--- src/hw/rtl/gwms_pkg.sv ---
// Shared types, constants and helper functions of the Gaussian mirror smoother.
package gwms_pkg;

    localparam int CW         = 32;
    localparam int SEEN_W     = 6;
    localparam int CFG_IDX_W  = 2;
    localparam int CFG_DATA_W = 32;
    localparam int HW_W       = 5;
    localparam int RATE_W     = 32;
    localparam int INV_W      = 17;

    localparam logic [SEEN_W-1:0] SEEN_MAX = 6'd63;

    localparam logic [CFG_IDX_W-1:0] REG_HALF_WINDOW = 2'd0;
    localparam logic [CFG_IDX_W-1:0] REG_EXP_RATE    = 2'd1;
    localparam logic [CFG_IDX_W-1:0] REG_INV_WINDOW  = 2'd2;

    localparam logic [HW_W-1:0]   HW_RESET   = 5'd1;
    localparam logic [RATE_W-1:0] RATE_RESET = 32'd16777216;
    localparam logic [INV_W-1:0]  INV_RESET  = 17'd21845;

    localparam logic [30:0] ONE30     = 31'h4000_0000;
    localparam logic [47:0] HALF30    = 48'h0000_2000_0000;
    localparam logic [16:0] W_ONE     = 17'h1_0000;
    localparam logic [79:0] T_LIMIT   = 80'h0000_0000_0BFF_FFFF_FFFF;
    localparam logic [3:0]  POLY_ORDER = 4'd8;

    typedef logic [4:0] op_t;

    localparam op_t OP_NONE      = 5'd0;
    localparam op_t OP_LOAD      = 5'd1;
    localparam op_t OP_CEN_FIRST = 5'd2;
    localparam op_t OP_CEN_NEXT  = 5'd3;
    localparam op_t OP_RD_C      = 5'd4;
    localparam op_t OP_CAP_C     = 5'd5;
    localparam op_t OP_CAP_S     = 5'd6;
    localparam op_t OP_ENT_RD    = 5'd7;
    localparam op_t OP_ENT_DIFF  = 5'd8;
    localparam op_t OP_ENT_SQ    = 5'd9;
    localparam op_t OP_ENT_MUL   = 5'd10;
    localparam op_t OP_ENT_T     = 5'd11;
    localparam op_t OP_POLY_MUL  = 5'd12;
    localparam op_t OP_POLY_DIV  = 5'd13;
    localparam op_t OP_ENT_WT    = 5'd14;
    localparam op_t OP_ENT_TERM  = 5'd15;
    localparam op_t OP_ENT_ACC   = 5'd16;
    localparam op_t OP_FIN_MUL   = 5'd17;
    localparam op_t OP_FIN_OUT   = 5'd18;

    typedef struct packed {
        logic signed [CW-1:0] x_pos;
        logic signed [CW-1:0] y_val;
        logic                 last;
    } in_beat_t;

    typedef struct packed {
        logic signed [CW-1:0] x_out;
        logic signed [CW-1:0] y_smoothed;
        logic                 last_out;
    } out_beat_t;

    typedef struct packed {
        op_t op;
    } cmd_t;

    typedef struct packed {
        logic has_center;
        logic ent_last;
        logic poly_last;
        logic cen_last;
        logic out_free;
    } status_t;

    function automatic logic [16:0] exp_int(input logic [3:0] idx);
        logic [16:0] v;
        case (idx)
            4'd0:    v = 17'd65536;
            4'd1:    v = 17'd24109;
            4'd2:    v = 17'd8869;
            4'd3:    v = 17'd3263;
            4'd4:    v = 17'd1200;
            4'd5:    v = 17'd442;
            4'd6:    v = 17'd162;
            4'd7:    v = 17'd60;
            4'd8:    v = 17'd22;
            4'd9:    v = 17'd8;
            4'd10:   v = 17'd3;
            4'd11:   v = 17'd1;
            default: v = 17'd0;
        endcase
        return v;
    endfunction

    // ceil(2^33 / k): exact quotient of a 30-bit value after a shift by 33
    function automatic logic [33:0] recip(input logic [3:0] k);
        logic [33:0] v;
        case (k)
            4'd1:    v = 34'd8589934592;
            4'd2:    v = 34'd4294967296;
            4'd3:    v = 34'd2863311531;
            4'd4:    v = 34'd2147483648;
            4'd5:    v = 34'd1717986919;
            4'd6:    v = 34'd1431655766;
            4'd7:    v = 34'd1227133514;
            4'd8:    v = 34'd1073741824;
            default: v = 34'd0;
        endcase
        return v;
    endfunction

endpackage

--- src/hw/rtl/gwms_ctrl.sv ---
// Sequencer that steps the smoother datapath through loads, centers and window entries.
module gwms_ctrl
    import gwms_pkg::*;
(
    input  logic    clk,
    input  logic    rst_n,
    input  logic    in_valid,
    output logic    in_ready,
    output cmd_t    cmd,
    input  status_t stat
);

    localparam logic [4:0] S_IDLE   = 5'd0;
    localparam logic [4:0] S_DECIDE = 5'd1;
    localparam logic [4:0] S_NEXT   = 5'd2;
    localparam logic [4:0] S_RDC    = 5'd3;
    localparam logic [4:0] S_CAPC   = 5'd4;
    localparam logic [4:0] S_CAPS   = 5'd5;
    localparam logic [4:0] S_RD     = 5'd6;
    localparam logic [4:0] S_DIFF   = 5'd7;
    localparam logic [4:0] S_SQ     = 5'd8;
    localparam logic [4:0] S_MUL    = 5'd9;
    localparam logic [4:0] S_T      = 5'd10;
    localparam logic [4:0] S_PMUL   = 5'd11;
    localparam logic [4:0] S_PDIV   = 5'd12;
    localparam logic [4:0] S_WT     = 5'd13;
    localparam logic [4:0] S_TERM   = 5'd14;
    localparam logic [4:0] S_ACC    = 5'd15;
    localparam logic [4:0] S_FMUL   = 5'd16;
    localparam logic [4:0] S_FOUT   = 5'd17;

    logic [4:0] state_reg;
    logic [4:0] state_next;

    assign in_ready = (state_reg == S_IDLE);

    always_comb
    begin
        state_next = state_reg;
        cmd.op     = OP_NONE;
        case (state_reg)
            S_IDLE:
            begin
                if (in_valid)
                begin
                    cmd.op     = OP_LOAD;
                    state_next = S_DECIDE;
                end
            end
            S_DECIDE:
            begin
                if (stat.has_center)
                begin
                    cmd.op     = OP_CEN_FIRST;
                    state_next = S_RDC;
                end
                else
                begin
                    state_next = S_IDLE;
                end
            end
            S_NEXT:
            begin
                cmd.op     = OP_CEN_NEXT;
                state_next = S_RDC;
            end
            S_RDC:
            begin
                cmd.op     = OP_RD_C;
                state_next = S_CAPC;
            end
            S_CAPC:
            begin
                cmd.op     = OP_CAP_C;
                state_next = S_CAPS;
            end
            S_CAPS:
            begin
                cmd.op     = OP_CAP_S;
                state_next = S_RD;
            end
            S_RD:
            begin
                cmd.op     = OP_ENT_RD;
                state_next = S_DIFF;
            end
            S_DIFF:
            begin
                cmd.op     = OP_ENT_DIFF;
                state_next = S_SQ;
            end
            S_SQ:
            begin
                cmd.op     = OP_ENT_SQ;
                state_next = S_MUL;
            end
            S_MUL:
            begin
                cmd.op     = OP_ENT_MUL;
                state_next = S_T;
            end
            S_T:
            begin
                cmd.op     = OP_ENT_T;
                state_next = S_PMUL;
            end
            S_PMUL:
            begin
                cmd.op     = OP_POLY_MUL;
                state_next = S_PDIV;
            end
            S_PDIV:
            begin
                cmd.op     = OP_POLY_DIV;
                state_next = stat.poly_last ? S_WT : S_PMUL;
            end
            S_WT:
            begin
                cmd.op     = OP_ENT_WT;
                state_next = S_TERM;
            end
            S_TERM:
            begin
                cmd.op     = OP_ENT_TERM;
                state_next = S_ACC;
            end
            S_ACC:
            begin
                cmd.op     = OP_ENT_ACC;
                state_next = stat.ent_last ? S_FMUL : S_RD;
            end
            S_FMUL:
            begin
                cmd.op     = OP_FIN_MUL;
                state_next = S_FOUT;
            end
            S_FOUT:
            begin
                if (stat.out_free)
                begin
                    cmd.op     = OP_FIN_OUT;
                    state_next = stat.cen_last ? S_IDLE : S_NEXT;
                end
            end
            default:
            begin
                state_next = S_IDLE;
            end
        endcase
    end

    always_ff @(posedge clk or negedge rst_n)
    begin
        if (!rst_n)
        begin
            state_reg <= S_IDLE;
        end
        else
        begin
            state_reg <= state_next;
        end
    end

endmodule

--- config.mk ---
export PLATFORM = sky130hd
export DESIGN_NAME = gwms_ctrl
export DESIGN_NICKNAME = d
export VERILOG_FILES = /design/src/hw/rtl/gwms_pkg.sv /design/src/hw/rtl/gwms_ctrl.sv
export SDC_FILE = /design/constraint.sdc
export NUM_CORES = 1
export LEC_CHECK = 0
export ABC_CLOCK_PERIOD_IN_PS = 3800
export BUFFER_PORTS_ARGS = -buffer_cell sky130_fd_sc_hd__clkbuf_2
export CORE_MARGIN = 10
export CORE_UTILIZATION = 25
export DETAILED_ROUTE_END_ITERATION = 7
export SLEW_MARGIN = 15
export SYNTH_ARGS = -nofsm -noshare
export SYNTH_HDL_FRONTEND = slang
export SYNTH_SLANG_ARGS = --single-unit
--- constraint.sdc ---
create_clock -name clk -period 3.8 [get_ports clk]
set_input_delay 0.76 -clock clk [delete_from_list [all_inputs] [get_ports clk]]
set_output_delay 0.76 -clock clk [all_outputs]
set_load 0.05 [all_outputs]
==> flow_metrics.tcl, run 1 <==
set metrics [dict create \
    numCtsBuffers 3 \
    tightest_slew_ns 0.559 \
    maxCapViolations 0 \
    crit_path_end_kind "output pin" \
    place.port_buffers 13 \
    hold_buffers 0 \
    grt_use_met2_pct 10.4 \
    ys.flop_type "dfrtp_1" \
    drt-wirelength-per-cell_um 13.8 \
    yosysWarnings 0 \
    fmax_mhz 379 \
    floorplan.initialDensity_pct 26.0 \
    yosys.area.top_type_share_pct 28.5 \
    slew_violations 0 \
    grt_remaining_overflow 0 \
    status "complete, no violations" \
    crit_required_ns 3.04 \
    area_growth_pct 15.1 \
    dr_total_vias 428 \
    arrival_ns 1.88 \
    synthDistinctLibCells 30 \
    synth_edf_count 0 \
    met1_usage_pct 7.29 \
    cts_tree "done" \
    drtAntennaViolNets 0 \
    crit_fanout 15 \
    top_usage_layer "met2" \
    wirelength_mm 1.13 \
    r2r_slack_ns 2.18 \
    diodes 0 \
    fp.dieW_um 61.9 \
    pin_count 14 \
    grt_pass1_vias 433 \
    hpwl_um 870 \
    cp_num_cells 3 \
    syn_area_per_cell_um2 7.98 \
    fillers 175 \
    antenna_found_initial 0 \
    drive_above_1_share_pct 30.8 \
    worstRegToRegCells 4 \
    grt_max_degree 21 \
    finalHoldViolations 0 \
    firstDrtPassIters 4 \
    rsz0062_at_grt "no" \
    path_class "register to output pin" \
    postCtsSetupBuffers 0 \
    max_stage_delay_ns 0.58 \
    crit_path_top_delay_cell "dfrtp_1" \
    yosys.area.top_type "dfrtp_1" \
    fin_crit_sh_pct 69.4 \
    layout_commonest_cell "clkbuf_2" \
    core_mm2 0.00169 \
    gp_congestion 0.765 \
    post_cts_resized 0 \
    final_cell_mix "13 x clkbuf_2, 5 x nor2_1, 5 x dfrtp_1" \
    cp-endpoint "cmd[4]" \
    grt_pass1_wl_mm 1.91 \
    drcViolationCount 0 \
    syn_area_um2 439 \
    slew_headroom_pct 62.7 \
    place_area_um2 479 \
    cts.path.max_buffers 2 \
    clkLatencyLatePin_ns 0.24 \
    reg2reg_to "state_reg[1]" \
    critPathLaunch "state_reg[4]" \
    die_y_um 61.9 \
    synth_nets 63 \
    yosys_register_bits 5 \
    fp.dieArea_mm2 0.00383 \
    grt.total_usage_pct 6.70 \
    hp-class "primary input to asynchronous set/reset pin" \
    synth_cells 55 \
    fin_skew_ns 0.00158 \
    synth_async_sr_flop_share_pct 100 \
    clk_pin_slew_ns 0.04 \
    synthTopCellsByArea "dfrtp_1 28%, xor2_1 6.0%, buf_6 5.1%, a21oi_1 4.6%, nor3_1 4.6%" \
    via_per_inst 5.22 \
    fin_tns_setup_ns 0 \
    layout_min_cycle_time_ns 2.64 \
    drtIter0Drc 7 \
    num_rows 15 \
    cts_root_buf "clkbuf_4" \
    largest_reg_flops 5 \
    clock-sinks 5 \
    h-tree-depth 1 \
    crit_family "flip-flops" \
    r2r_start "state_reg[4]" \
    met3_usage_pct 3.25 \
    crit_chain "or4b_4 -> o21ai_0 -> clkbuf_2" \
    finalSetupViolCount 0 \
    ys_seq_area_share_pct 28.5 \
    nNetsFinal 74 \
    post-route-cell-area_um2 505 \
    critPathLaunchType "register" \
    critPathBufInv 1 \
]
how the worst min path moves through the flow:
stage                     start           end  slack [ns]  cells after the start
after floorplan           rst_n  state_reg[0]        0.46                      0
after global placement    rst_n  state_reg[0]        0.58                      1
after detailed placement  rst_n  state_reg[0]        0.58                      1
after CTS                 rst_n  state_reg[1]        0.32                      1
after global routing      rst_n  state_reg[3]        0.31                      1
final                     rst_n  state_reg[4]        0.32                      1
stage by stage:
| step | hold slack, ns | worst slack [ns] | instances | util, % |
|---|---|---|---|---|
| floorplan | 0.464 | 0.882 | 55 | - |
| global placement | 0.582 | 1.40 | 78 | 28.4 |
| detailed placement | 0.580 | 1.36 | 78 | 28.4 |
| CTS | 0.320 | 1.15 | 82 | 29.9 |
| global route | 0.312 | 0.999 | 82 | 29.9 |
| finish | 0.322 | 1.16 | 82 | 29.9 |
logic make-up after synthesis:
family	Yosys count	synth area share (%)
AND/OR/NAND/NOR	23	30.2
XOR/XNOR	3	5.98
AO/OA/AOI/OAI	16	23.9
buffers and inverters	8	11.4
flip-flops	5	28.5
worst reg2reg max path: stages, from the launching register on:
cell,delay (ns)
dfrtp_1,0.58
or4b_4,0.55
nor3b_2,0.16
a21oi_1,0.06
a31oi_1,0.19
metal layers:
metal,wire (um),up-vias
met5,0,-
met4,0,0
met3,75,0
met2,564,9
met1,490,198
li1,-,221
layout make-up:
class                   count  area, um2  area share (%)
multi-input cells          42        264            52.2
flip-flops and latches      5        125            24.8
repair buffers             13       65.1            12.9
clock buffers               4       26.3            5.20
well taps                  17       21.3            4.21
inverters                   1       3.75           0.743
cell usage after synthesis, types with 2 or more instances:
cell type and number:
xor2_1 3, dfrtp_1 5, a21oi_1 4, nand2_1 4, nor3_1 4, nand3_1 3, o21ai_0 3, clkbuf_1 2
buf_6 2, nor2_1 5
Power of run 1 is left out: the tool's default activity adds up to more than one toggle a clock period on the data nets, which glitch-free logic cannot reach.
==> run 2: changes to the inputs <==
ABC_CLOCK_PERIOD_IN_PS = 2700   (was 3800)
clock period = 2.7 ns   (was 3.8 ns; I/O delays follow)
==> run 2 against run 1 <==
- first-iteration DRC count is 29% lower
- via count rose by 1.9%
- clock-buffer cell count did not move
- critical path type unchanged
- flip-flop and latch count did not move
- critical path depth unchanged
- register-to-register slack got worse by 1.1 ns
- sequential share of layout area is the same
- die area unchanged
- final cell count did not move
- critical endpoint unchanged
==> flow_metrics.tcl, run 2 (synthesized netlist as in run 1, its figures left out) <==
set metrics [dict create \
    status "complete, no violations" \
    critPathLaunchType "register" \
    max_stage_delay_ns 0.58 \
    via_per_inst 5.32 \
    area_growth_pct 15.1 \
    crit_path_top_delay_cell "dfrtp_1" \
    crit_fanout 15 \
    drcViolationCount 0 \
    core_mm2 0.00169 \
    fin_crit_sh_pct 89.1 \
    diodes 0 \
    slew_headroom_pct 64.0 \
    grt_pass1_vias 414 \
    drive_above_1_share_pct 30.8 \
    path_class "register to output pin" \
    fillers 195 \
    h-tree-depth 1 \
    tightest_slew_ns 0.540 \
    reg2reg_to "state_reg[1]" \
    place.port_buffers 13 \
    crit_required_ns 2.16 \
    cts_root_buf "clkbuf_4" \
    drtIter0Drc 5 \
    grt_remaining_overflow 0 \
    slew_violations 0 \
    arrival_ns 1.87 \
    pin_count 14 \
    fmax_mhz 416 \
    numCtsBuffers 3 \
    drt-wirelength-per-cell_um 13.8 \
    hpwl_um 858 \
    hold_buffers 0 \
    clkLatencyLatePin_ns 0.24 \
    rsz0062_at_grt "no" \
    fp.dieArea_mm2 0.00383 \
    hp-class "primary input to asynchronous set/reset pin" \
    grt_pass1_wl_mm 1.83 \
    layout_min_cycle_time_ns 2.41 \
    finalHoldViolations 0 \
    dr_total_vias 436 \
    cts_tree "done" \
    post_cts_resized 0 \
    antenna_found_initial 0 \
    clk_pin_slew_ns 0.04 \
    wirelength_mm 1.13 \
    maxCapViolations 0 \
    grt_max_degree 21 \
    firstDrtPassIters 4 \
    crit_path_end_kind "output pin" \
    nNetsFinal 74 \
    r2r_slack_ns 1.08 \
    cts.path.max_buffers 2 \
    final_cell_mix "13 x clkbuf_2, 5 x nor2_1, 5 x dfrtp_1" \
    die_y_um 61.9 \
    finalSetupViolCount 0 \
    clock-sinks 5 \
    crit_family "flip-flops" \
    gp_congestion 0.882 \
    drtAntennaViolNets 0 \
    crit_chain "or4b_4 -> o21ai_0 -> clkbuf_2" \
    postCtsSetupBuffers 0 \
    grt.total_usage_pct 6.42 \
    fin_tns_setup_ns 0 \
    floorplan.initialDensity_pct 26.0 \
    largest_reg_flops 5 \
    layout_commonest_cell "clkbuf_2" \
    critPathBufInv 1 \
    r2r_start "state_reg[4]" \
    worstRegToRegCells 4 \
    num_rows 15 \
    fp.dieW_um 61.9 \
    fin_skew_ns 0.000106 \
]
run 2: cell counts in the layout (fill, tap and decap cells not counted):
Identical to the previous run, type by type.
run 2: worst max path at each step:
stage,start,end,slack (ns),cells after the start
2_1_floorplan,state_reg[2],cmd[4],0.002,3
3_3_place_gp,state_reg[4],cmd[4],0.53,3
3_5_place_dp,state_reg[4],cmd[4],0.53,3
4_1_cts,state_reg[4],cmd[4],0.26,3
5_1_grt,state_reg[4],cmd[4],0.14,3
6_report,state_reg[4],cmd[4],0.29,3
run 2: area by class of cell:
cell class	count	area, um2	area share [%]
clock buffer	4	26.3	5.20
multi-input combinational	42	264	52.2
inverter	1	3.75	0.743
tap	17	21.3	4.21
sequential	5	125	24.8
timing repair buffer	13	65.1	12.9
run 2: routing by layer:
| layer | global-route usage (%) | up-vias | wire length (um) |
|---|---|---|---|
| li1 | - | 218 | - |
| met1 | 6.95 | 203 | 502 |
| met2 | 10.2 | 13 | 538 |
| met3 | 1.42 | 2 | 64 |
| met4 | 5.73 | 0 | 27 |
| met5 | 0 | - | 0 |
run 2: metrics by stage:
stage / area [um2] / worst slack (ns) / hold WS (ns) / util, % / std cells
2_1_floorplan: 439 / 0.00227 / 0.244 / - / 55
3_3_place_gp: 479 / 0.534 / 0.359 / 28.4 / 78
3_5_place_dp: 479 / 0.525 / 0.362 / 28.4 / 78
4_1_cts: 505 / 0.264 / 0.101 / 29.9 / 82
5_1_grt: 505 / 0.143 / 0.107 / 29.9 / 82
6_report: 505 / 0.294 / 0.105 / 29.9 / 82
Power of run 2 is left out for the same reason.
==> run 3: changes to the inputs <==
BUFFER_PORTS_ARGS = -buffer_cell sky130_fd_sc_hd__buf_2   (was -buffer_cell sky130_fd_sc_hd__clkbuf_2)
==> run 3 against run 2 <==
- hold slack worse by 0.014 ns
- non-clock buffer count stayed put
- largest cell class unchanged
- first-iteration DRC count increased by 100%
- clock-buffer cell count unchanged
- critical path type unchanged
==> flow_metrics.tcl, run 3 (synthesized netlist as in run 1, its figures left out) <==
set metrics [dict create \
    status "complete, no violations" \
    fin_tns_setup_ns 0 \
    rsz0062_at_grt "no" \
    floorplan.initialDensity_pct 26.0 \
    clock-sinks 5 \
    grt_max_degree 21 \
    hold_buffers 0 \
    wirelength_mm 1.15 \
    layout_commonest_cell "buf_2" \
    cts.path.max_buffers 2 \
    place.port_buffers 13 \
    cts_tree "done" \
    arrival_ns 1.88 \
    final_cell_mix "13 x buf_2, 5 x nor2_1, 5 x dfrtp_1" \
    layout_min_cycle_time_ns 2.42 \
    fp.dieW_um 61.9 \
    r2r_start "state_reg[4]" \
    clk_pin_slew_ns 0.05 \
    layoutNonFillerInstCount 82 \
    drive_above_1_share_pct 30.8 \
    maxCapViolations 0 \
    finalSetupViolCount 0 \
    area_growth_pct 15.1 \
    path_class "register to output pin" \
    grt_pass1_vias 417 \
    crit_required_ns 2.16 \
    crit_fanout 15 \
    gp_congestion 0.876 \
    grt_pass1_wl_mm 1.81 \
    fin_crit_sh_pct 89.7 \
    h-tree-depth 1 \
    via_per_inst 5.39 \
    fin_skew_ns 0.00280 \
    hpwl_um 853 \
    fmax_mhz 413 \
    antenna_found_initial 0 \
    drcViolationCount 0 \
    dr_total_vias 442 \
    slew_headroom_pct 64.0 \
    critPathLaunch "state_reg[4]" \
    grt.total_usage_pct 6.54 \
    drt-wirelength-per-cell_um 14.0 \
    clkLatencyLatePin_ns 0.25 \
    tightest_slew_ns 0.541 \
    core_mm2 0.00169 \
    drtIter0Drc 10 \
    hp-class "primary input to asynchronous set/reset pin" \
    cts_root_buf "clkbuf_4" \
    die_y_um 61.9 \
    largest_reg_flops 5 \
    slew_violations 0 \
    num_rows 15 \
    drtAntennaViolNets 0 \
    numCtsBuffers 3 \
    pin_count 14 \
    place_inst 78 \
    crit_path_end_kind "output pin" \
    grt_remaining_overflow 0 \
    post_cts_resized 0 \
    firstDrtPassIters 4 \
    postCtsSetupBuffers 0 \
    nNetsFinal 74 \
    fillers 191 \
    finalHoldViolations 0 \
    fp.dieArea_mm2 0.00383 \
    critPathLaunchType "register" \
    diodes 0 \
]
[run 3: stage by stage]
step	worst slack [ns]	hold slack [ns]	util [%]	area (um2)
after floorplan	0.00227	0.244	-	439
after CTS	0.261	0.0918	29.9	505
after global placement	0.557	0.357	28.4	479
after detailed placement	0.535	0.359	28.4	479
after global routing	0.161	0.0827	29.9	505
final	0.279	0.0911	29.9	505
[run 3: layout make-up]
| cell class | count | area, um2 | share of cell area (%) |
|---|---|---|---|
| Sequential cell | 5 | 125 | 24.8 |
| Tap cell | 17 | 21.3 | 4.21 |
| Clock buffer | 4 | 26.3 | 5.20 |
| Inverter | 1 | 3.75 | 0.743 |
| Multi-Input combinational cell | 42 | 264 | 52.2 |
| Timing Repair Buffer | 13 | 65.1 | 12.9 |
[run 3: path summary, 6_finish.rpt]
check                                to  slack [ns]  depth (start not counted)
min reg2reg                state_reg[3]        0.70                          2
max in group asynchronous  state_reg[2]        2.48                          1
max reg2reg                state_reg[1]        1.06                          4
min in group clk           state_reg[4]        0.58                          2
min                        state_reg[4]        0.09                          1
max                              cmd[4]        0.28                          3
[run 3: critical path, cell delays in order (launching register included)]
cell and delay [ns]:
dfrtp_1 0.59, or4b_4 0.56, o21ai_0 0.19, buf_2 0.29
[run 3: metal layers]
metal	part of all wire [%]	global-route usage, %	vias to the layer above
met5	0	0	-
met4	3.3	5.73	0
met3	7.0	2.64	4
met2	44	9.66	16
met1	45	7.07	202
li1	-	-	220
Power of run 3 is left out for the same reason.
